<file path="src/design/dqne_pkg.sv">
// Shared types, constants and helpers of the DNS query name encoder.
// No dependencies; every other design file but the assertion macros header imports this package.
package dqne_pkg;

   // Field widths fixed by the channel definitions.
   localparam int CHAR_W   = 8;
   localparam int ID_W     = 16;
   localparam int DATA_W   = 16;
   localparam int BC_W     = 2;
   localparam int STATUS_W = 3;
   localparam int PLEN_W   = 10;

   // Default limits, handed to the top level parameters.
   localparam int DEF_MAX_LABEL  = 63;
   localparam int DEF_MAX_NAME   = 255;
   localparam int DEF_MAX_PACKET = 512;

   // Packet layout.
   localparam int HDR_BYTES      = 12;
   localparam int TAIL_BYTES     = 5;
   localparam int HDR_QD_POS     = 4;   // header pair whose low byte is the question count
   localparam logic [CHAR_W-1:0] DOT_CHAR       = 8'h2E;
   localparam logic [CHAR_W-1:0] TAIL_TYPE_POS  = 8'd2;
   localparam logic [CHAR_W-1:0] TAIL_CLASS_POS = 8'd4;

   // Byte count codes of one transaction.
   localparam logic [BC_W-1:0] BC_NONE = 2'd0;
   localparam logic [BC_W-1:0] BC_ONE  = 2'd1;
   localparam logic [BC_W-1:0] BC_TWO  = 2'd2;

   typedef enum logic [STATUS_W-1:0] {
      ST_OK          = 3'd0,
      ST_EMPTY_NAME  = 3'd1,
      ST_NAME_LONG   = 3'd2,
      ST_EMPTY_LABEL = 3'd3,
      ST_LABEL_LONG  = 3'd4,
      ST_PKT_LARGE   = 3'd5
   } dqne_status_type;

   typedef enum logic [1:0] {
      FSM_IDLE,
      FSM_HDR,
      FSM_SEG,
      FSM_ERR
   } dqne_state_type;

   // Commands from the controller to the datapath.
   typedef struct packed {
      logic accept;
      logic emit_hdr;
      logic emit_seg;
      logic emit_err;
   } dqne_cmd_type;

   // Status from the datapath to the controller.
   typedef struct packed {
      logic pipe_free;
      logic plan_hdr;
      logic plan_seg;
      logic plan_err;
      logic hdr_last;
      logic seg_last;
      logic burst_seg;
      logic burst_err;
   } dqne_sts_type;

   // Byte of the closing question fields at a given offset: zero root label,
   // type A and class IN.
   function automatic logic [CHAR_W-1:0] tail_byte(input logic [CHAR_W-1:0] pos);
      tail_byte = (pos == TAIL_TYPE_POS || pos == TAIL_CLASS_POS) ? 8'd1 : 8'd0;
   endfunction

endpackage

</file>
<file path="src/design/dqne_if.sv">
// Valid/ready channel interfaces of the DNS query name encoder.
// Depends on dqne_pkg for the field widths.
interface dqne_req_if;
   import dqne_pkg::*;
   logic              valid;
   logic              ready;
   logic [CHAR_W-1:0] name_char;
   logic              end_of_name;
   logic [ID_W-1:0]   query_id;

   modport source (output valid, name_char, end_of_name, query_id, input ready);
   modport sink   (input valid, name_char, end_of_name, query_id, output ready);
endinterface

interface dqne_rsp_if;
   import dqne_pkg::*;
   logic                valid;
   logic                ready;
   logic [DATA_W-1:0]   out_data;
   logic [BC_W-1:0]     byte_count;
   logic [STATUS_W-1:0] status;
   logic                end_of_packet;
   logic [PLEN_W-1:0]   packet_length;

   modport source (output valid, out_data, byte_count, status, end_of_packet, packet_length,
                   input ready);
   modport sink   (input valid, out_data, byte_count, status, end_of_packet, packet_length,
                   output ready);
endinterface

</file>
<file path="src/design/dqne_ctrl.sv">
// Controller state machine of the DNS query name encoder.
// Depends on dqne_pkg; drives the datapath through dqne_cmd_type.
module dqne_ctrl (
   input  logic                  clock,
   input  logic                  reset,
   input  logic                  req_valid,
   output logic                  req_ready,
   input  dqne_pkg::dqne_sts_type sts,
   output dqne_pkg::dqne_cmd_type cmd
);
   import dqne_pkg::*;

   dqne_state_type state_ff, state_in;

   always_ff @(posedge clock) begin
      if (reset) begin
         state_ff <= FSM_IDLE;
      end else begin
         state_ff <= state_in;
      end
   end

   // Next state.
   always_comb begin
      state_in = state_ff;
      case (state_ff)
         FSM_IDLE: begin
            if (req_valid) begin
               if (sts.plan_hdr) begin
                  state_in = FSM_HDR;
               end else if (sts.plan_seg) begin
                  state_in = FSM_SEG;
               end else if (sts.plan_err) begin
                  state_in = FSM_ERR;
               end
            end
         end
         FSM_HDR: begin
            if (sts.pipe_free && sts.hdr_last) begin
               if (sts.burst_seg) begin
                  state_in = FSM_SEG;
               end else if (sts.burst_err) begin
                  state_in = FSM_ERR;
               end else begin
                  state_in = FSM_IDLE;
               end
            end
         end
         FSM_SEG: begin
            if (sts.pipe_free && sts.seg_last) begin
               state_in = sts.burst_err ? FSM_ERR : FSM_IDLE;
            end
         end
         FSM_ERR: begin
            if (sts.pipe_free) begin
               state_in = FSM_IDLE;
            end
         end
         default: begin
            state_in = FSM_IDLE;
         end
      endcase
   end

   // Outputs.
   always_comb begin
      req_ready    = 1'b0;
      cmd          = '0;
      case (state_ff)
         FSM_IDLE: begin
            req_ready  = 1'b1;
            cmd.accept = req_valid;
         end
         FSM_HDR: begin
            cmd.emit_hdr = sts.pipe_free;
         end
         FSM_SEG: begin
            cmd.emit_seg = sts.pipe_free;
         end
         FSM_ERR: begin
            cmd.emit_err = sts.pipe_free;
         end
         default: begin
            req_ready = 1'b0;
         end
      endcase
   end

endmodule

</file>
<file path="src/design/dqne_datapath.sv">
// Datapath of the DNS query name encoder: name bookkeeping, two-bank label
// memory, byte-pair sequencer, read stage and output register. Depends on dqne_pkg.
module dqne_datapath #(
   parameter int MAX_LABEL  = dqne_pkg::DEF_MAX_LABEL,
   parameter int MAX_NAME   = dqne_pkg::DEF_MAX_NAME,
   parameter int MAX_PACKET = dqne_pkg::DEF_MAX_PACKET
) (
   input  logic                          clock,
   input  logic                          reset,
   input  dqne_pkg::dqne_cmd_type        cmd,
   output dqne_pkg::dqne_sts_type        sts,
   input  logic [dqne_pkg::CHAR_W-1:0]   req_name_char,
   input  logic                          req_end_of_name,
   input  logic [dqne_pkg::ID_W-1:0]     req_query_id,
   output logic                          rsp_valid,
   input  logic                          rsp_ready,
   output logic [dqne_pkg::DATA_W-1:0]   rsp_out_data,
   output logic [dqne_pkg::BC_W-1:0]     rsp_byte_count,
   output logic [dqne_pkg::STATUS_W-1:0] rsp_status,
   output logic                          rsp_end_of_packet,
   output logic [dqne_pkg::PLEN_W-1:0]   rsp_packet_length
);
   import dqne_pkg::*;

   localparam int LcW     = $clog2(MAX_LABEL + 1);
   localparam int LenW    = LcW + 1;
   localparam int NcW     = $clog2(MAX_NAME + 2);
   localparam int PktW    = $clog2(MAX_PACKET + 1);
   localparam int PktSumW = PktW + 1;
   localparam int SegW    = $clog2(MAX_LABEL + 8);
   localparam int Depth   = MAX_LABEL / 2 + 1;
   localparam int AW      = (Depth > 1) ? $clog2(Depth) : 1;

   // Name state.
   logic [LcW-1:0]  label_count_ff, label_count_in;
   logic [NcW-1:0]  name_count_ff, name_count_in;
   logic            header_sent_ff, header_sent_in;
   logic            pend_ff, pend_in;
   dqne_status_type error_ff, error_in;
   logic [PktW-1:0] packet_ff, packet_in;

   // Label memory: even and odd byte positions of the label segment, where
   // position zero is the length byte and character i sits at position i + 1.
   logic [CHAR_W-1:0] even_mem [Depth];
   logic [CHAR_W-1:0] odd_mem  [Depth];
   logic [LenW-1:0]   wr_pos;

   // Step evaluation.
   dqne_status_type    st_err;
   logic [NcW-1:0]     st_nc;
   logic [LcW-1:0]     st_lc;
   logic               st_pend;
   logic [PktW-1:0]    st_pc;
   logic               close_req, close_ok, tail_go, wr_go;
   logic [LcW-1:0]     close_len;
   logic [PktSumW-1:0] close_sum;
   logic [LenW-1:0]    lab_len_c;
   logic [SegW-1:0]    seg_len_c;

   // Burst plan, loaded when an item is accepted.
   logic [ID_W-1:0]   id_ff;
   logic [LenW-1:0]   lablen_ff;
   logic [CHAR_W-1:0] labbyte_ff;
   logic [SegW-1:0]   seglen_ff;
   logic              eop_ok_ff;
   logic              err_final_ff;
   dqne_status_type   code_ff;
   logic [PktW-1:0]   pktlen_ff;
   logic [SegW-1:0]   q_ff, q_in;

   // Sequencer output toward the read stage.
   logic [SegW-1:0]     q1, t_hi, t_lo;
   logic                emit;
   logic [CHAR_W-1:0]   s_hi_byte, s_lo_byte;
   logic                s_hi_mem, s_lo_mem;
   logic [BC_W-1:0]     s_bc;
   dqne_status_type     s_status;
   logic                s_eop;
   logic [PktW-1:0]     s_plen;

   // Read stage.
   logic                p_valid_ff;
   logic [CHAR_W-1:0]   p_hi_byte_ff, p_lo_byte_ff, rd_even_ff, rd_odd_ff;
   logic                p_hi_mem_ff, p_lo_mem_ff;
   logic [BC_W-1:0]     p_bc_ff;
   dqne_status_type     p_status_ff;
   logic                p_eop_ff;
   logic [PktW-1:0]     p_plen_ff;

   // Output register.
   logic                o_valid_ff;
   logic [DATA_W-1:0]   o_data_ff;
   logic [BC_W-1:0]     o_bc_ff;
   dqne_status_type     o_status_ff;
   logic                o_eop_ff;
   logic [PLEN_W-1:0]   o_plen_ff;
   logic                o_free, p_move;

   // ---------------------------------------------------------------------
   // Evaluate one character against the name state.
   always_comb begin
      st_err    = error_ff;
      st_nc     = name_count_ff;
      st_lc     = label_count_ff;
      st_pend   = pend_ff;
      st_pc     = header_sent_ff ? packet_ff : PktW'(HDR_BYTES);
      close_req = 1'b0;
      close_ok  = 1'b0;
      tail_go   = 1'b0;
      wr_go     = 1'b0;
      close_len = '0;
      close_sum = '0;
      if (st_err == ST_OK) begin
         if (st_nc <= NcW'(MAX_NAME)) begin
            st_nc = st_nc + 1'b1;
         end
         if (st_nc > NcW'(MAX_NAME)) begin
            st_err = ST_NAME_LONG;
         end
      end
      if (st_err == ST_OK) begin
         if (req_name_char == DOT_CHAR) begin
            if (st_lc == '0) begin
               st_pend = 1'b1;
            end else begin
               close_req = 1'b1;
            end
         end else if (st_pend) begin
            st_err = ST_EMPTY_LABEL;
         end else if (st_lc >= LcW'(MAX_LABEL)) begin
            st_err = ST_LABEL_LONG;
         end else begin
            wr_go     = 1'b1;
            st_lc     = st_lc + 1'b1;
            close_req = req_end_of_name;
         end
      end
      if (close_req) begin
         close_sum = PktSumW'(st_pc) + PktSumW'(st_lc) + PktSumW'(1 + TAIL_BYTES);
         if (close_sum > PktSumW'(MAX_PACKET)) begin
            st_err = ST_PKT_LARGE;
         end else begin
            close_ok  = 1'b1;
            close_len = st_lc;
            st_pc     = st_pc + PktW'(st_lc) + PktW'(1);
            st_lc     = '0;
         end
      end
      if (req_end_of_name && st_err == ST_OK) begin
         if (st_pc == PktW'(HDR_BYTES)) begin
            st_err = ST_EMPTY_NAME;
         end else begin
            tail_go = 1'b1;
            st_pc   = st_pc + PktW'(TAIL_BYTES);
         end
      end
      lab_len_c = close_ok ? (LenW'(close_len) + 1'b1) : '0;
      seg_len_c = SegW'(lab_len_c) + (tail_go ? SegW'(TAIL_BYTES) : '0);
   end

   // The end of a name returns every piece of name state to zero.
   always_comb begin
      label_count_in = label_count_ff;
      name_count_in  = name_count_ff;
      header_sent_in = header_sent_ff;
      pend_in        = pend_ff;
      error_in       = error_ff;
      packet_in      = packet_ff;
      if (cmd.accept) begin
         if (req_end_of_name) begin
            label_count_in = '0;
            name_count_in  = '0;
            header_sent_in = 1'b0;
            pend_in        = 1'b0;
            error_in       = ST_OK;
            packet_in      = '0;
         end else begin
            label_count_in = st_lc;
            name_count_in  = st_nc;
            header_sent_in = 1'b1;
            pend_in        = st_pend;
            error_in       = st_err;
            packet_in      = st_pc;
         end
      end
   end

   always_ff @(posedge clock) begin
      if (reset) begin
         label_count_ff <= '0;
         name_count_ff  <= '0;
         header_sent_ff <= 1'b0;
         pend_ff        <= 1'b0;
         error_ff       <= ST_OK;
         packet_ff      <= '0;
      end else begin
         label_count_ff <= label_count_in;
         name_count_ff  <= name_count_in;
         header_sent_ff <= header_sent_in;
         pend_ff        <= pend_in;
         error_ff       <= error_in;
         packet_ff      <= packet_in;
      end
   end

   assign wr_pos = LenW'(label_count_ff) + 1'b1;

   always_ff @(posedge clock) begin
      if (cmd.accept && wr_go) begin
         if (wr_pos[0]) begin
            odd_mem[wr_pos[AW:1]] <= req_name_char;
         end else begin
            even_mem[wr_pos[AW:1]] <= req_name_char;
         end
      end
   end

   always_ff @(posedge clock) begin
      if (cmd.accept) begin
         id_ff        <= req_query_id;
         lablen_ff    <= lab_len_c;
         labbyte_ff   <= CHAR_W'(close_len);
         seglen_ff    <= seg_len_c;
         eop_ok_ff    <= tail_go;
         err_final_ff <= req_end_of_name && (st_err != ST_OK);
         code_ff      <= st_err;
         pktlen_ff    <= st_pc;
      end
   end

   // ---------------------------------------------------------------------
   // Pair sequencer: q_ff is the position of the upper byte of the next pair.
   always_comb begin
      q_in = q_ff;
      if (cmd.accept) begin
         q_in = '0;
      end else if (cmd.emit_hdr) begin
         q_in = sts.hdr_last ? '0 : q_ff + SegW'(2);
      end else if (cmd.emit_seg) begin
         q_in = q_ff + SegW'(2);
      end
   end

   always_ff @(posedge clock) begin
      if (reset) begin
         q_ff <= '0;
      end else begin
         q_ff <= q_in;
      end
   end

   assign q1   = q_ff + 1'b1;
   assign t_hi = q_ff - SegW'(lablen_ff);
   assign t_lo = q1 - SegW'(lablen_ff);
   assign emit = cmd.emit_hdr | cmd.emit_seg | cmd.emit_err;

   always_comb begin
      s_hi_byte = '0;
      s_lo_byte = '0;
      s_hi_mem  = 1'b0;
      s_lo_mem  = 1'b0;
      s_bc      = BC_TWO;
      s_status  = ST_OK;
      s_eop     = 1'b0;
      s_plen    = '0;
      if (cmd.emit_hdr) begin
         if (q_ff == '0) begin
            s_hi_byte = id_ff[ID_W-1 -: CHAR_W];
            s_lo_byte = id_ff[CHAR_W-1:0];
         end else if (q_ff == SegW'(HDR_QD_POS)) begin
            s_lo_byte = 8'd1;
         end
      end else if (cmd.emit_seg) begin
         if (q_ff < SegW'(lablen_ff)) begin
            s_hi_mem  = (q_ff != '0);
            s_hi_byte = labbyte_ff;
         end else begin
            s_hi_byte = tail_byte(CHAR_W'(t_hi));
         end
         if (q1 < seglen_ff) begin
            if (q1 < SegW'(lablen_ff)) begin
               s_lo_mem = 1'b1;
            end else begin
               s_lo_byte = tail_byte(CHAR_W'(t_lo));
            end
         end else begin
            s_bc = BC_ONE;
         end
         if (sts.seg_last && eop_ok_ff) begin
            s_eop  = 1'b1;
            s_plen = pktlen_ff;
         end
      end else if (cmd.emit_err) begin
         s_bc     = BC_NONE;
         s_status = code_ff;
         s_eop    = 1'b1;
      end
   end

   // ---------------------------------------------------------------------
   // Read stage and output register.
   assign o_free = !o_valid_ff || rsp_ready;
   assign p_move = p_valid_ff && o_free;

   always_ff @(posedge clock) begin
      if (reset) begin
         p_valid_ff <= 1'b0;
         o_valid_ff <= 1'b0;
      end else begin
         if (emit) begin
            p_valid_ff <= 1'b1;
         end else if (p_move) begin
            p_valid_ff <= 1'b0;
         end
         if (p_move) begin
            o_valid_ff <= 1'b1;
         end else if (rsp_ready) begin
            o_valid_ff <= 1'b0;
         end
      end
   end

   always_ff @(posedge clock) begin
      if (emit) begin
         p_hi_byte_ff <= s_hi_byte;
         p_lo_byte_ff <= s_lo_byte;
         p_hi_mem_ff  <= s_hi_mem;
         p_lo_mem_ff  <= s_lo_mem;
         p_bc_ff      <= s_bc;
         p_status_ff  <= s_status;
         p_eop_ff     <= s_eop;
         p_plen_ff    <= s_plen;
      end
      if (cmd.emit_seg) begin
         rd_even_ff <= even_mem[q_ff[AW:1]];
         rd_odd_ff  <= odd_mem[q_ff[AW:1]];
      end
   end

   always_ff @(posedge clock) begin
      if (p_move) begin
         o_data_ff   <= {(p_hi_mem_ff ? rd_even_ff : p_hi_byte_ff),
                         (p_lo_mem_ff ? rd_odd_ff : p_lo_byte_ff)};
         o_bc_ff     <= p_bc_ff;
         o_status_ff <= p_status_ff;
         o_eop_ff    <= p_eop_ff;
         o_plen_ff   <= PLEN_W'(p_plen_ff);
      end
   end

   // ---------------------------------------------------------------------
   always_comb begin
      sts.pipe_free = !p_valid_ff || p_move;
      sts.plan_hdr  = !header_sent_ff;
      sts.plan_seg  = (seg_len_c != '0);
      sts.plan_err  = req_end_of_name && (st_err != ST_OK);
      sts.hdr_last  = (q_ff == SegW'(HDR_BYTES - 2));
      sts.seg_last  = ((q_ff + SegW'(2)) >= seglen_ff);
      sts.burst_seg = (seglen_ff != '0);
      sts.burst_err = err_final_ff;
   end

   assign rsp_valid         = o_valid_ff;
   assign rsp_out_data      = o_data_ff;
   assign rsp_byte_count    = o_bc_ff;
   assign rsp_status        = o_status_ff;
   assign rsp_end_of_packet = o_eop_ff;
   assign rsp_packet_length = o_plen_ff;

endmodule

</file>
<file path="src/design/dns_query_name_encoder.sv">
// DNS A/IN query encoder: turns a domain name, one character per
// transaction on req_ch, into the query packet, two bytes per transaction on rsp_ch.
//
// The first character of a name produces the 12-byte header (six transactions)
// carrying the query id sampled with it. A dot that closes a label, or the
// character that ends the name, produces the length byte followed by the label
// characters; the end of the name adds the zero root byte, type A and class IN.
// All bytes of one input transaction are packed two per output transaction,
// upper half first; an odd count ends with byte_count one. The last output
// transaction of a good name has end_of_packet set and the packet length. An
// error is held until the end of the name and is then reported in one extra
// transaction with byte_count zero, the status code and end_of_packet set.
//
// Timing: req_ch is ready only while the controller is idle, so a character that
// emits bytes or an error report holds off the next until its last pair has
// entered the read stage. The pair sequencer reads two label bytes a cycle from
// the two-bank label memory while the read stage is free, then each result passes
// through the read stage and the output register. A stalled receiver fills the
// output register and the read stage, then holds the sequencer; nothing is lost.
// Reset is synchronous and clears all name state and both pipeline stages.
module dns_query_name_encoder #(
   parameter int MAX_LABEL  = dqne_pkg::DEF_MAX_LABEL,
   parameter int MAX_NAME   = dqne_pkg::DEF_MAX_NAME,
   parameter int MAX_PACKET = dqne_pkg::DEF_MAX_PACKET
) (
   input  logic       clock,
   input  logic       reset,
   dqne_req_if.sink   req_ch,
   dqne_rsp_if.source rsp_ch
);
   import dqne_pkg::*;

   dqne_cmd_type cmd;
   dqne_sts_type sts;

   // The controller sequences header, label and error phases of one burst.
   dqne_ctrl u_ctrl (
      .clock     (clock),
      .reset     (reset),
      .req_valid (req_ch.valid),
      .req_ready (req_ch.ready),
      .sts       (sts),
      .cmd       (cmd)
   );

   // The datapath keeps the name state, the label memory and the output stages.
   dqne_datapath #(
      .MAX_LABEL  (MAX_LABEL),
      .MAX_NAME   (MAX_NAME),
      .MAX_PACKET (MAX_PACKET)
   ) u_datapath (
      .clock             (clock),
      .reset             (reset),
      .cmd               (cmd),
      .sts               (sts),
      .req_name_char     (req_ch.name_char),
      .req_end_of_name   (req_ch.end_of_name),
      .req_query_id      (req_ch.query_id),
      .rsp_valid         (rsp_ch.valid),
      .rsp_ready         (rsp_ch.ready),
      .rsp_out_data      (rsp_ch.out_data),
      .rsp_byte_count    (rsp_ch.byte_count),
      .rsp_status        (rsp_ch.status),
      .rsp_end_of_packet (rsp_ch.end_of_packet),
      .rsp_packet_length (rsp_ch.packet_length)
   );

endmodule

</file>
<file path="src/flat_wrapper.sv">
// flat-port wrapper written by rule: the top's interface ports become plain ports
module dns_query_name_encoder_flat import dqne_pkg::*;
#(
   parameter int MAX_LABEL  = dqne_pkg::DEF_MAX_LABEL,
   parameter int MAX_NAME   = dqne_pkg::DEF_MAX_NAME,
   parameter int MAX_PACKET = dqne_pkg::DEF_MAX_PACKET
)
  (clock, reset, req_ch_valid, req_ch_name_char, req_ch_end_of_name, req_ch_query_id, req_ch_ready, rsp_ch_valid, rsp_ch_out_data, rsp_ch_byte_count, rsp_ch_status, rsp_ch_end_of_packet, rsp_ch_packet_length, rsp_ch_ready);
  dqne_req_if req_ch_i ();
  dqne_rsp_if rsp_ch_i ();
  input  logic clock;
  input  logic reset;
  input wire logic [$bits(req_ch_i.valid)-1:0] req_ch_valid;
  input wire logic [$bits(req_ch_i.name_char)-1:0] req_ch_name_char;
  input wire logic [$bits(req_ch_i.end_of_name)-1:0] req_ch_end_of_name;
  input wire logic [$bits(req_ch_i.query_id)-1:0] req_ch_query_id;
  output wire logic [$bits(req_ch_i.ready)-1:0] req_ch_ready;
  output wire logic [$bits(rsp_ch_i.valid)-1:0] rsp_ch_valid;
  output wire logic [$bits(rsp_ch_i.out_data)-1:0] rsp_ch_out_data;
  output wire logic [$bits(rsp_ch_i.byte_count)-1:0] rsp_ch_byte_count;
  output wire logic [$bits(rsp_ch_i.status)-1:0] rsp_ch_status;
  output wire logic [$bits(rsp_ch_i.end_of_packet)-1:0] rsp_ch_end_of_packet;
  output wire logic [$bits(rsp_ch_i.packet_length)-1:0] rsp_ch_packet_length;
  input wire logic [$bits(rsp_ch_i.ready)-1:0] rsp_ch_ready;
  assign req_ch_i.valid = req_ch_valid;
  assign req_ch_i.name_char = req_ch_name_char;
  assign req_ch_i.end_of_name = req_ch_end_of_name;
  assign req_ch_i.query_id = req_ch_query_id;
  assign req_ch_ready = req_ch_i.ready;
  assign rsp_ch_valid = rsp_ch_i.valid;
  assign rsp_ch_out_data = rsp_ch_i.out_data;
  assign rsp_ch_byte_count = rsp_ch_i.byte_count;
  assign rsp_ch_status = rsp_ch_i.status;
  assign rsp_ch_end_of_packet = rsp_ch_i.end_of_packet;
  assign rsp_ch_packet_length = rsp_ch_i.packet_length;
  assign rsp_ch_i.ready = rsp_ch_ready;
  dns_query_name_encoder #(.MAX_LABEL(MAX_LABEL), .MAX_NAME(MAX_NAME), .MAX_PACKET(MAX_PACKET)) u_core (.clock(clock), .reset(reset), .req_ch(req_ch_i), .rsp_ch(rsp_ch_i));
endmodule
</file>
<file path="config.mk">
export PLATFORM = sky130hd
export DESIGN_NAME = dns_query_name_encoder_flat
export DESIGN_NICKNAME = d
export VERILOG_FILES = /design/src/design/dqne_pkg.sv /design/src/design/dqne_if.sv /design/src/design/dqne_ctrl.sv /design/src/design/dqne_datapath.sv /design/src/design/dns_query_name_encoder.sv /design/src/flat_wrapper.sv
export SDC_FILE = /design/constraint.sdc
export NUM_CORES = 1
export LEC_CHECK = 0
export BUFFER_PORTS_ARGS = -buffer_cell sky130_fd_sc_hd__buf_2
export CAP_MARGIN = 20
export CORE_ASPECT_RATIO = 1.75
export CORE_MARGIN = 3
export CORE_UTILIZATION = 57
export DETAILED_ROUTE_END_ITERATION = 10
export PLACE_DENSITY_LB_ADDON = 0.3
export SLEW_MARGIN = 20
export SYNTH_ARGS = -nofsm -noshare
export SYNTH_HDL_FRONTEND = slang
export SYNTH_SLANG_ARGS = --single-unit
</file>
<file path="constraint.sdc">
create_clock -name clock -period 7.8 [get_ports clock]
set_input_delay 0.39 -clock clock [delete_from_list [all_inputs] [get_ports clock]]
set_output_delay 0.39 -clock clock [all_outputs]
set_load 0.05 [all_outputs]
</file>
==> results_dict.tcl, run 1 <==
set metrics [dict create \
    status "completed" \
    cts_inserted_buffers 57 \
    gr-total-overflow 0 \
    dp_hpwl_um 44730 \
    slowest_stage "or4b_4" \
    antenna_found_initial 2 \
    endpoint_kind "flip-flop" \
    grt_pass1_vias 16160 \
    rr_worst_depth 29 \
    relSlewSlack_pct 21.59 \
    grt_usage_pct 25.57 \
    cp_common_cell "ha_1" \
    yosys_warnings 0 \
    final.setup_skew_ps 18.20 \
    initial_core_util_pct 58.01 \
    hold_buffers 16 \
    ys_seq_area_share_pct 69.73 \
    whs_ps 203.5 \
    report.final.slew_viol_count 0 \
    cts_max_level 2 \
    rsz0062_at_grt "false" \
    syn_to_final_growth_pct 11.61 \
    crit_arrival_ps 7530 \
    io_buffers 62 \
    start_kind "flip-flop" \
    synth_top_area_share_pct 66.96 \
    crit_required_ps 8260 \
    num_rows 108 \
    async_flop_share_pct 0 \
    grt_pass1_wl_um 100800 \
    drt-wirelength-per-cell_um 27.08 \
    syn-num-nets 1754 \
    ff2ff_setup_slack_ps 730 \
    cts_tree "yes" \
    grt_max_degree 112 \
    core_mm2 0.04986 \
    rr_startpoint "u_core.u_datapath.label_count_ff[0]" \
    synth_edf_count 645 \
    yosysMostFrequentCell "edfxtp_1" \
    vias_per_cell 6.257 \
    drtPass1Iterations 6 \
    r2r_end "u_core.u_ctrl.state_ff[1]" \
    clock_latency_ps 600 \
    finalHoldViolCount 0 \
    drive_gt1_share_pct 22.82 \
    maxCapViolations 0 \
    min_period_over_period_pct 90.62 \
    nFillCells 3333 \
    pin_count 63 \
    netlist_top_cells_count "645 x edfxtp_1, 160 x mux4_2, 132 x nor2_1" \
    hold_depth 4 \
    synth_top_flop_cell "edfxtp_1" \
    syn_inst 1672 \
    diodes 0 \
    tightestPinTransition_ps 1172 \
    drt_iter0_markers 1596 \
    synth_area_leaders "edfxtp_1 67%, mux4_2 12%, dfxtp_1 2.8%, ha_1 2.1%, nor2_1 1.7%" \
    slowest_delay_ps 570 \
    hold_path_startpoint "rsp_ch_ready" \
    post-cts-setup-buffers 0 \
    layout.nets 1867 \
    synth-seq-cells 685 \
    synthesis.area_mm2 0.02893 \
    powerDensity_mw_per_mm2 272.7 \
    vias 15590 \
    period_needed_ps 7069 \
    ant_nets 0 \
    clock-sinks 685 \
    cts_resized 0 \
    tns_ps 0 \
    synth_top_area_cell "edfxtp_1" \
    gp_congestion 0.9287 \
    worst_hold_path.endpoint "u_core.u_datapath.rsp_valid" \
    synth_cell_types 76 \
    cts_root_buf "clkbuf_16" \
    die_w_um 176.3 \
    drt-total-wl_um 67480 \
    critPathKind "flip-flop to flip-flop" \
    die_height_um 304.0 \
    finalSetupViolations 0 \
    clk_path_buf_depth 3 \
    syn-mean-instance-area_um2 17.30 \
    drc 0 \
    clk_pin_slew_worst_paths_ps 70 \
    hold_path_class "input pin to flip-flop" \
    peakVddDrop_v 0.0002729 \
    path_max_fanout 13 \
    leakage_nw 10.60 \
    die_area_mm2 0.05359 \
    clock.fmax_ghz 0.1415 \
]
metal layers:
metal | track usage [%] | up-vias | routed length, um
met3 | 3.233 | 182 | 3302
li1 | - | 6830 | -
met5 | 0 | - | 13
met1 | 28.06 | 7995 | 22270
met2 | 47.00 | 584 | 37290
met4 | 14.60 | 2 | 4593
power by group:
| part | switching, W | internal (W) |
|---|---|---|
| Sequential | 0.000123 | 0.00436 |
| Combinational | 0.000889 | 0.000513 |
| Clock | 0.00127 | 0.00164 |
kinds of logic after synthesis:
logic type,after synthesis,synth area share (%)
DFF,685,69.73
and+or+nand+nor,379,6.423
muxes,202,14.05
xor gates and xnor gates,49,1.484
buffers and inverters,124,1.644
adders and majority gates,53,2.422
AOI/OAI and AO/OA,180,4.252
critical path: cells and delay by family, from the launching register on:
kind,cells,cell delay (ps)
simple gates,9,2420
compound gates,9,1690
flops,1,560
buf+inv,3,220
xor+xnor,1,130
fa+ha+maj,7,1880
placed cells by master, fill, tap and decap left out, drive strengths merged, types with 8 or more instances in the layout:
master	Yosys	routed
edfxtp	645	645
mux4	160	160
nor2	133	133
buf	22	113
nand2	70	70
clkbuf	53	63
inv	48	53
ha	48	48
a21oi	46	46
o21ai	41	41
dfxtp	40	40
mux2	32	32
xnor2	31	31
nand3	30	30
and2	28	28
clkinv	1	26
nor3	25	25
and3	22	22
xor2	18	18
dlygate4sd3	0	16
nor2b	15	15
nand2b	12	12
a31oi	12	12
o21a	11	11
nor4	10	10
mux2i	10	10
a22o	10	10
bufinv	0	9
a21o	8	8
registers in the layout, indices dropped and copies added (netlist names), 7 cells and up:
signal and count:
u_core.u_datapath.packet_ff 10, u_core.u_datapath.rd_odd_ff 8, u_core.u_datapath.name_count_ff 9, u_core.u_datapath.lablen_ff 7, u_core.u_datapath.rsp_out_data 16, u_core.u_datapath.odd_mem 256, u_core.u_datapath.even_mem 256, u_core.u_datapath.rsp_packet_length 10
u_core.u_datapath.p_hi_byte_ff 8, u_core.u_datapath.p_lo_byte_ff 8, u_core.u_datapath.pktlen_ff 10, u_core.u_datapath.rd_even_ff 8, u_core.u_datapath.p_plen_ff 10, u_core.u_datapath.seglen_ff 7, u_core.u_datapath.id_ff 16
final cells by class:
cell class	count	area, um2	area share (%)
Clock buffer	63	1449	4.488
Clock inverter	43	457.9	1.418
Inverter	49	183.9	0.5697
Multi-Input combinational cell	863	8303	25.72
Sequential cell	685	20180	62.50
Tap cell	660	825.8	2.558
Timing Repair Buffer	129	885.9	2.744
through the flow:
step / cells / area, um2 / power (W) / setup slack [ps] / util [%]
global placement: 2369 / 30190 / 0.005910 / 934.4 / 60.54
detailed placement: 2369 / 30190 / 0.005943 / 839.4 / 60.54
finish: 2492 / 32280 / 0.008804 / 731.4 / 64.75
CTS: 2491 / 32250 / 0.008842 / 797.0 / 64.69
global route: 2492 / 32280 / 0.009106 / 267.8 / 64.75
floorplan: 1672 / 28930 / 0.005463 / 726.6 / -
worst max path at each step:
stage,start,slack [ps],cells after the start,endpoint
2_1_floorplan,u_core.u_datapath.name_count_ff[0],730,33,u_core.u_ctrl.state_ff[1]
3_3_place_gp,req_ch_name_char[4],930,30,u_core.u_ctrl.state_ff[1]
3_5_place_dp,u_core.u_datapath.label_count_ff[0],840,29,u_core.u_ctrl.state_ff[1]
4_1_cts,u_core.u_datapath.name_count_ff[8],800,28,u_core.u_ctrl.state_ff[1]
5_1_grt,u_core.u_datapath.name_count_ff[8],270,27,u_core.u_ctrl.state_ff[1]
6_report,u_core.u_datapath.label_count_ff[0],730,29,u_core.u_ctrl.state_ff[1]
No activity file was read; power rests on OpenSTA's default activity.
==> run 2: changes to the inputs <==
Settings changed: ABC_AREA set to 1, CORE_UTILIZATION 57 to 35.
==> results_dict.tcl, run 2 <==
set metrics [dict create \
    layout_commonest_cell "edfxtp_1" \
    clock_latency_ps 640 \
    r2r_end "u_core.u_ctrl.state_ff[0]" \
    synth_top_flop_cell "edfxtp_1" \
    vias_per_cell 5.279 \
    hold_buffers 16 \
    whs_ps 81.75 \
    drt-wirelength-per-cell_um 22.49 \
    async_flop_share_pct 0 \
    yosysMostFrequentCell "edfxtp_1" \
    synth_area_leaders "edfxtp_1 67%, nand2_1 5.6%, nor2_1 3.0%, inv_1 3.0%, dfxtp_1 2.8%" \
    diodes 0 \
    mostFrequentLayoutCells "645 x edfxtp_1, 428 x nand2_1, 228 x nor2_1" \
    synth_top_area_cell "edfxtp_1" \
    antenna_found_initial 1 \
    drtPass1Iterations 7 \
    synth_cell_types 55 \
    drive_gt1_share_pct 9.763 \
    clock.fmax_ghz 0.1472 \
    io_buffers 62 \
    gp_congestion 0.9641 \
    cp_common_cell "nand2_1" \
    yosys_warnings 0 \
    status "completed" \
    cts_max_level 2 \
    grt_pass1_wl_um 118100 \
    nFillCells 7580 \
    synth_edf_count 645 \
    tightestPinTransition_ps 1075 \
    grt_pass1_vias 18880 \
    syn-mean-instance-area_um2 12.17 \
    rr_worst_depth 47 \
    syn_inst 2373 \
    crit_arrival_ps 7330 \
    cts_root_buf "clkbuf_16" \
    pin_count 63 \
    slowest_delay_ps 460 \
    cts_resized 0 \
    leakage_nw 11.64 \
    hold_path_startpoint "rsp_ch_ready" \
    core_mm2 0.08133 \
    ff2ff_setup_slack_ps 1010 \
    worst_hold_path.endpoint "u_core.u_datapath.rsp_valid" \
    cts_inserted_buffers 57 \
    min_period_over_period_pct 87.08 \
    peakVddDrop_v 0.0002778 \
    relSlewSlack_pct 28.06 \
    endpoint_kind "flip-flop" \
    clk_path_buf_depth 3 \
    clock-sinks 685 \
    drt_iter0_markers 1615 \
    syn_to_final_growth_pct 12.34 \
    die_height_um 386.0 \
    crit_required_ps 8330 \
    grt_max_degree 129 \
    slowest_stage "dfxtp_1" \
    hold_path_class "input pin to flip-flop" \
    netlist_top_cells_count "645 x edfxtp_1, 429 x nand2_1, 230 x nor2_1" \
    clk_pin_slew_worst_paths_ps 70 \
    path_max_fanout 17 \
    pre_cts_slack_ps 903.8 \
    initial_core_util_pct 35.51 \
    post-cts-setup-buffers 0 \
    report.final.slew_viol_count 0 \
    start_kind "flip-flop" \
    gr-total-overflow 0 \
    period_needed_ps 6792 \
    ant_nets 0 \
    synthesis.area_mm2 0.02888 \
    dp_hpwl_um 53430 \
    grt_usage_pct 18.13 \
    cp_top_family "simple AND/OR/NAND/NOR gates" \
    ys_seq_area_share_pct 69.83 \
    layout.nets 2523 \
    die_w_um 223.2 \
    final.setup_skew_ps 60.62 \
    powerDensity_mw_per_mm2 279.0 \
    num_rows 138 \
    finalSetupViolations 0 \
    syn-num-nets 2455 \
    timing.critical_path.buf_inv 8 \
    synth-seq-cells 685 \
    vias 18680 \
    rr_startpoint "u_core.u_datapath.label_count_ff[0]" \
    critPathKind "flip-flop to flip-flop" \
    maxCapViolations 0 \
    finalHoldViolCount 0 \
    drt-total-wl_um 79580 \
    die_area_mm2 0.08614 \
    cts_tree "yes" \
    synth_top_area_share_pct 67.06 \
    hold_depth 4 \
    tns_ps 0 \
    final.setup.worst_slack_ps 1008 \
    drc 0 \
    rsz0062_at_grt "false" \
]
run 2: cell count changes after synthesis, sizes merged, moves of 25 or more:
cell / before / now
nand2: 70 / 438
inv: 48 / 237
mux4: 160 / 0
nand3: 30 / 137
nor2: 133 / 239
a21oi: 46 / 146
a221oi: 0 / 67
and2: 28 / 0
clkbuf: 53 / 81
xnor2: 31 / 6
run 2: worst max-delay path by stage:
stage,startpoint,endpoint,cells after the start
floorplan,u_core.u_datapath.label_count_ff[0],u_core.u_ctrl.state_ff[1],47
global placement,req_ch_name_char[7],u_core.u_ctrl.state_ff[0],47
detailed placement,req_ch_name_char[7],u_core.u_ctrl.state_ff[0],47
CTS,u_core.u_datapath.label_count_ff[0],u_core.u_ctrl.state_ff[0],47
global route,u_core.u_datapath.label_count_ff[0],u_core.u_ctrl.state_ff[0],47
finish,u_core.u_datapath.label_count_ff[0],u_core.u_ctrl.state_ff[0],47
run 2: cell type report:
class / instances / area (um2) / share of cell area (%)
flip-flops and latches: 685 / 20170 / 62.17
multi-input cells: 1351 / 7455 / 22.97
clock buffers: 66 / 1460 / 4.500
well taps: 1050 / 1314 / 4.049
inverters: 239 / 898.4 / 2.769
repair buffers: 107 / 733.2 / 2.260
clock inverters: 41 / 415.4 / 1.280
run 2: routing by layer:
metal	wire (um)	vias to the layer above	global-route usage [%]
met1	28030	9274	19.24
met5	0	-	0
li1	-	8607	-
met4	5245	0	10.82
met2	43110	591	34.37
met3	3192	211	1.854
run 2: worst reg2reg max path, delay by kind of cell, from the launching register on:
kind / cells / cell delay [ps]
buffers and inverters: 8 / 920
and+or+nand+nor: 29 / 3020
AOI/OAI and AO/OA: 4 / 710
adders and majority gates: 6 / 1600
DFF: 1 / 460
run 2: report_power, final:
| part | internal (W) | switching [W] | total, W | leakage (nW) |
|---|---|---|---|---|
| clock network | 0.00158 | 0.00135 | 0.00293 | 0.911 |
| logic | 0.000432 | 0.00119 | 0.00162 | 4.53 |
| registers | 0.00438 | 0.000125 | 0.00450 | 6.21 |
run 2: cells by family (layout without fill, tap and decap cells):
logic type	count (synthesis)	in the layout	synth area share, %
muxes	17	17	0.6585
adders and majority gates	53	53	2.426
and+or+nand+nor	875	875	12.77
AOI/OAI and AO/OA	372	372	8.798
DFF	685	685	69.83
buffers and inverters	337	453	4.458
xor gates and xnor gates	34	34	1.057
run 2: per-stage QoR:
step,cells,util (%),instance area (um2),total power [W]
after CTS,3538,39.86,32420,0.009118
after floorplan,2373,-,28880,0.005591
after global routing,3539,39.90,32450,0.009394
final,3539,39.90,32450,0.009053
after detailed placement,3415,37.36,30380,0.006195
after global placement,3415,37.36,30380,0.006181
==> run 3: changes to the inputs <==
Settings changed: SYNTH_HIERARCHICAL set to 1.
==> results_dict.tcl, run 3 <==
set metrics [dict create \
    final.setup_skew_ps 32.40 \
    clock.fmax_ghz 0.1560 \
    ff2ff_setup_slack_ps 1390 \
    grt_pass1_vias 20000 \
    timing.critical_path.buf_inv 6 \
    mostFrequentLayoutCells "645 x edfxtp_1, 642 x nor2_1, 306 x o21ai_0" \
    dp_hpwl_um 58880 \
    ys_seq_area_share_pct 68.97 \
    peakVddDrop_v 0.0001753 \
    cts_root_buf "clkbuf_16" \
    path_max_fanout 7 \
    synth_edf_count 645 \
    yosys_warnings 6 \
    cts_tree "yes" \
    synth_cell_types 56 \
    tightestPinTransition_ps 1223 \
    layout_commonest_cell "edfxtp_1" \
    drt_iter0_markers 1674 \
    ant_nets 0 \
    async_flop_share_pct 0 \
    synth_top_area_share_pct 66.23 \
    clk_path_buf_depth 3 \
    drive_gt1_share_pct 10.20 \
    gp_congestion 0.9265 \
    drt-wirelength-per-cell_um 23.22 \
    hold_path_class "input pin to flip-flop" \
    grt_pass1_wl_um 126700 \
    yosysMostFrequentCell "edfxtp_1" \
    antenna_found_initial 2 \
    syn-mean-instance-area_um2 11.47 \
    netlist_top_cells_count "645 x edfxtp_1, 642 x nor2_1, 306 x o21ai_0" \
    period_needed_ps 6410 \
    clk_pin_slew_worst_paths_ps 70 \
    synth_top_area_cell "edfxtp_1" \
    status "completed" \
    die_area_mm2 0.08719 \
    start_kind "flip-flop" \
    slowest_stage "fa_1" \
    relSlewSlack_pct 17.87 \
    io_buffers 62 \
    total_power_w 0.009559 \
    crit_required_ps 8360 \
    die_w_um 224.5 \
    cts_inserted_buffers 60 \
    synth_area_leaders "edfxtp_1 66%, nor2_1 8.2%, o21ai_0 5.2%, dfxtp_1 2.7%, nand2_1 2.5%" \
    dp_cells 3614 \
    powerDensity_mw_per_mm2 288.9 \
    synth_top_flop_cell "edfxtp_1" \
    endpoint_kind "flip-flop" \
    leakage_nw 11.80 \
    slowest_delay_ps 670 \
    grt_max_degree 226 \
    initial_core_util_pct 35.47 \
    die_height_um 388.4 \
    cp_common_cell "nand2_1" \
    drc 0 \
    rsz0062_at_grt "false" \
    min_period_over_period_pct 82.18 \
    clock_latency_ps 660 \
    layout.nets 2717 \
    syn-num-nets 2630 \
    syn_inst 2549 \
    report.final.slew_viol_count 0 \
    cts_resized 0 \
    finalSetupViolations 0 \
    vias 19880 \
    instances_no_fill 3744 \
    nFillCells 7915 \
    drtPass1Iterations 7 \
    grt_usage_pct 19.57 \
    critPathKind "flip-flop to flip-flop" \
    diodes 0 \
    clock-sinks 685 \
    synth-seq-cells 685 \
    pin_count 63 \
    finalHoldViolCount 0 \
    synthesis.area_mm2 0.02924 \
    drt-total-wl_um 86930 \
    core_mm2 0.08244 \
    vias_per_cell 5.311 \
    syn_to_final_growth_pct 13.15 \
    maxCapViolations 0 \
    crit_arrival_ps 6970 \
    num_rows 139 \
    tns_ps 0 \
    cts_max_level 2 \
    cp_top_family "simple AND/OR/NAND/NOR gates" \
    gr-total-overflow 0 \
]
## run 3: worst paths after layout
kind                                                    startpoint                                      to  depth (start not counted)
worst max register to register  u_core/u_datapath/name_count_ff[0]               u_core/u_ctrl/state_ff[1]                         43
worst max-delay path            u_core/u_datapath/name_count_ff[0]               u_core/u_ctrl/state_ff[1]                         43
worst min register to register      u_core/u_datapath/p_plen_ff[1]  u_core/u_datapath/rsp_packet_length[1]                          0
worst min-delay path                                  rsp_ch_ready             u_core/u_datapath/rsp_valid                          4
## run 3: layer usage
layer  up-vias  global-route usage (%)  part of all wire, %
met5         -                       0                    0
met4         0                   11.12                  6.4
met3       200                   2.297                  4.5
met2       658                   37.27                   54
met1      9884                   20.53                   35
li1       9142                       -                    -
## run 3: cell type report
type                       instances  area [um2]  share of cell area, %
sequential                       685       20170                  60.97
clock buffer                      76        1582                  4.780
timing repair buffer             139       960.9                  2.904
tap                             1057        1323                  3.997
multi-input combinational       1564        7956                  24.05
clock inverter                    37       390.4                  1.180
inverter                         186       703.2                  2.125
## run 3: what timing repair did
action                    in CTS  in global routing
hold endpoints to repair      16                  0
hold buffers                  16                  0
buffers inserted               0                  0
## run 3: where the power goes
group / switching (W) / internal, W
Sequential: 0.000221 / 0.00440
Combinational: 0.00143 / 0.000496
Clock: 0.00137 / 0.00165
## run 3: per-stage QoR
stage | setup slack (ps) | cell area, um2 | hold WS [ps] | util, %
3_3_place_gp | 1574 | 30930 | 408.2 | 37.52
3_5_place_dp | 1424 | 30930 | 405.9 | 37.52
2_1_floorplan | 1913 | 29240 | 400.3 | -
5_1_grt | 697.5 | 33090 | 108.3 | 40.14
4_1_cts | 1416 | 33060 | 78.78 | 40.10
6_report | 1390 | 33090 | 114.9 | 40.14
## run 3: worst min-delay path: cells and delay by family
kind                   cells  cell delay, ps
AND/OR/NAND/NOR            1              70
AO/OA/AOI/OAI              1              50
buffers and inverters      2             200
## run 3: logic make-up (layout without fill, tap and decap cells)
logic type,after synthesis,in the layout,share of synthesized area [%]
AO/OA/AOI/OAI,492,492,9.790
XOR/XNOR,24,24,0.7188
adder cells (fa/ha/maj),52,52,2.353
buffers and inverters,300,438,3.945
flip-flops,685,685,68.97
multiplexers,17,17,0.6503
AND/OR/NAND/NOR,979,979,13.57
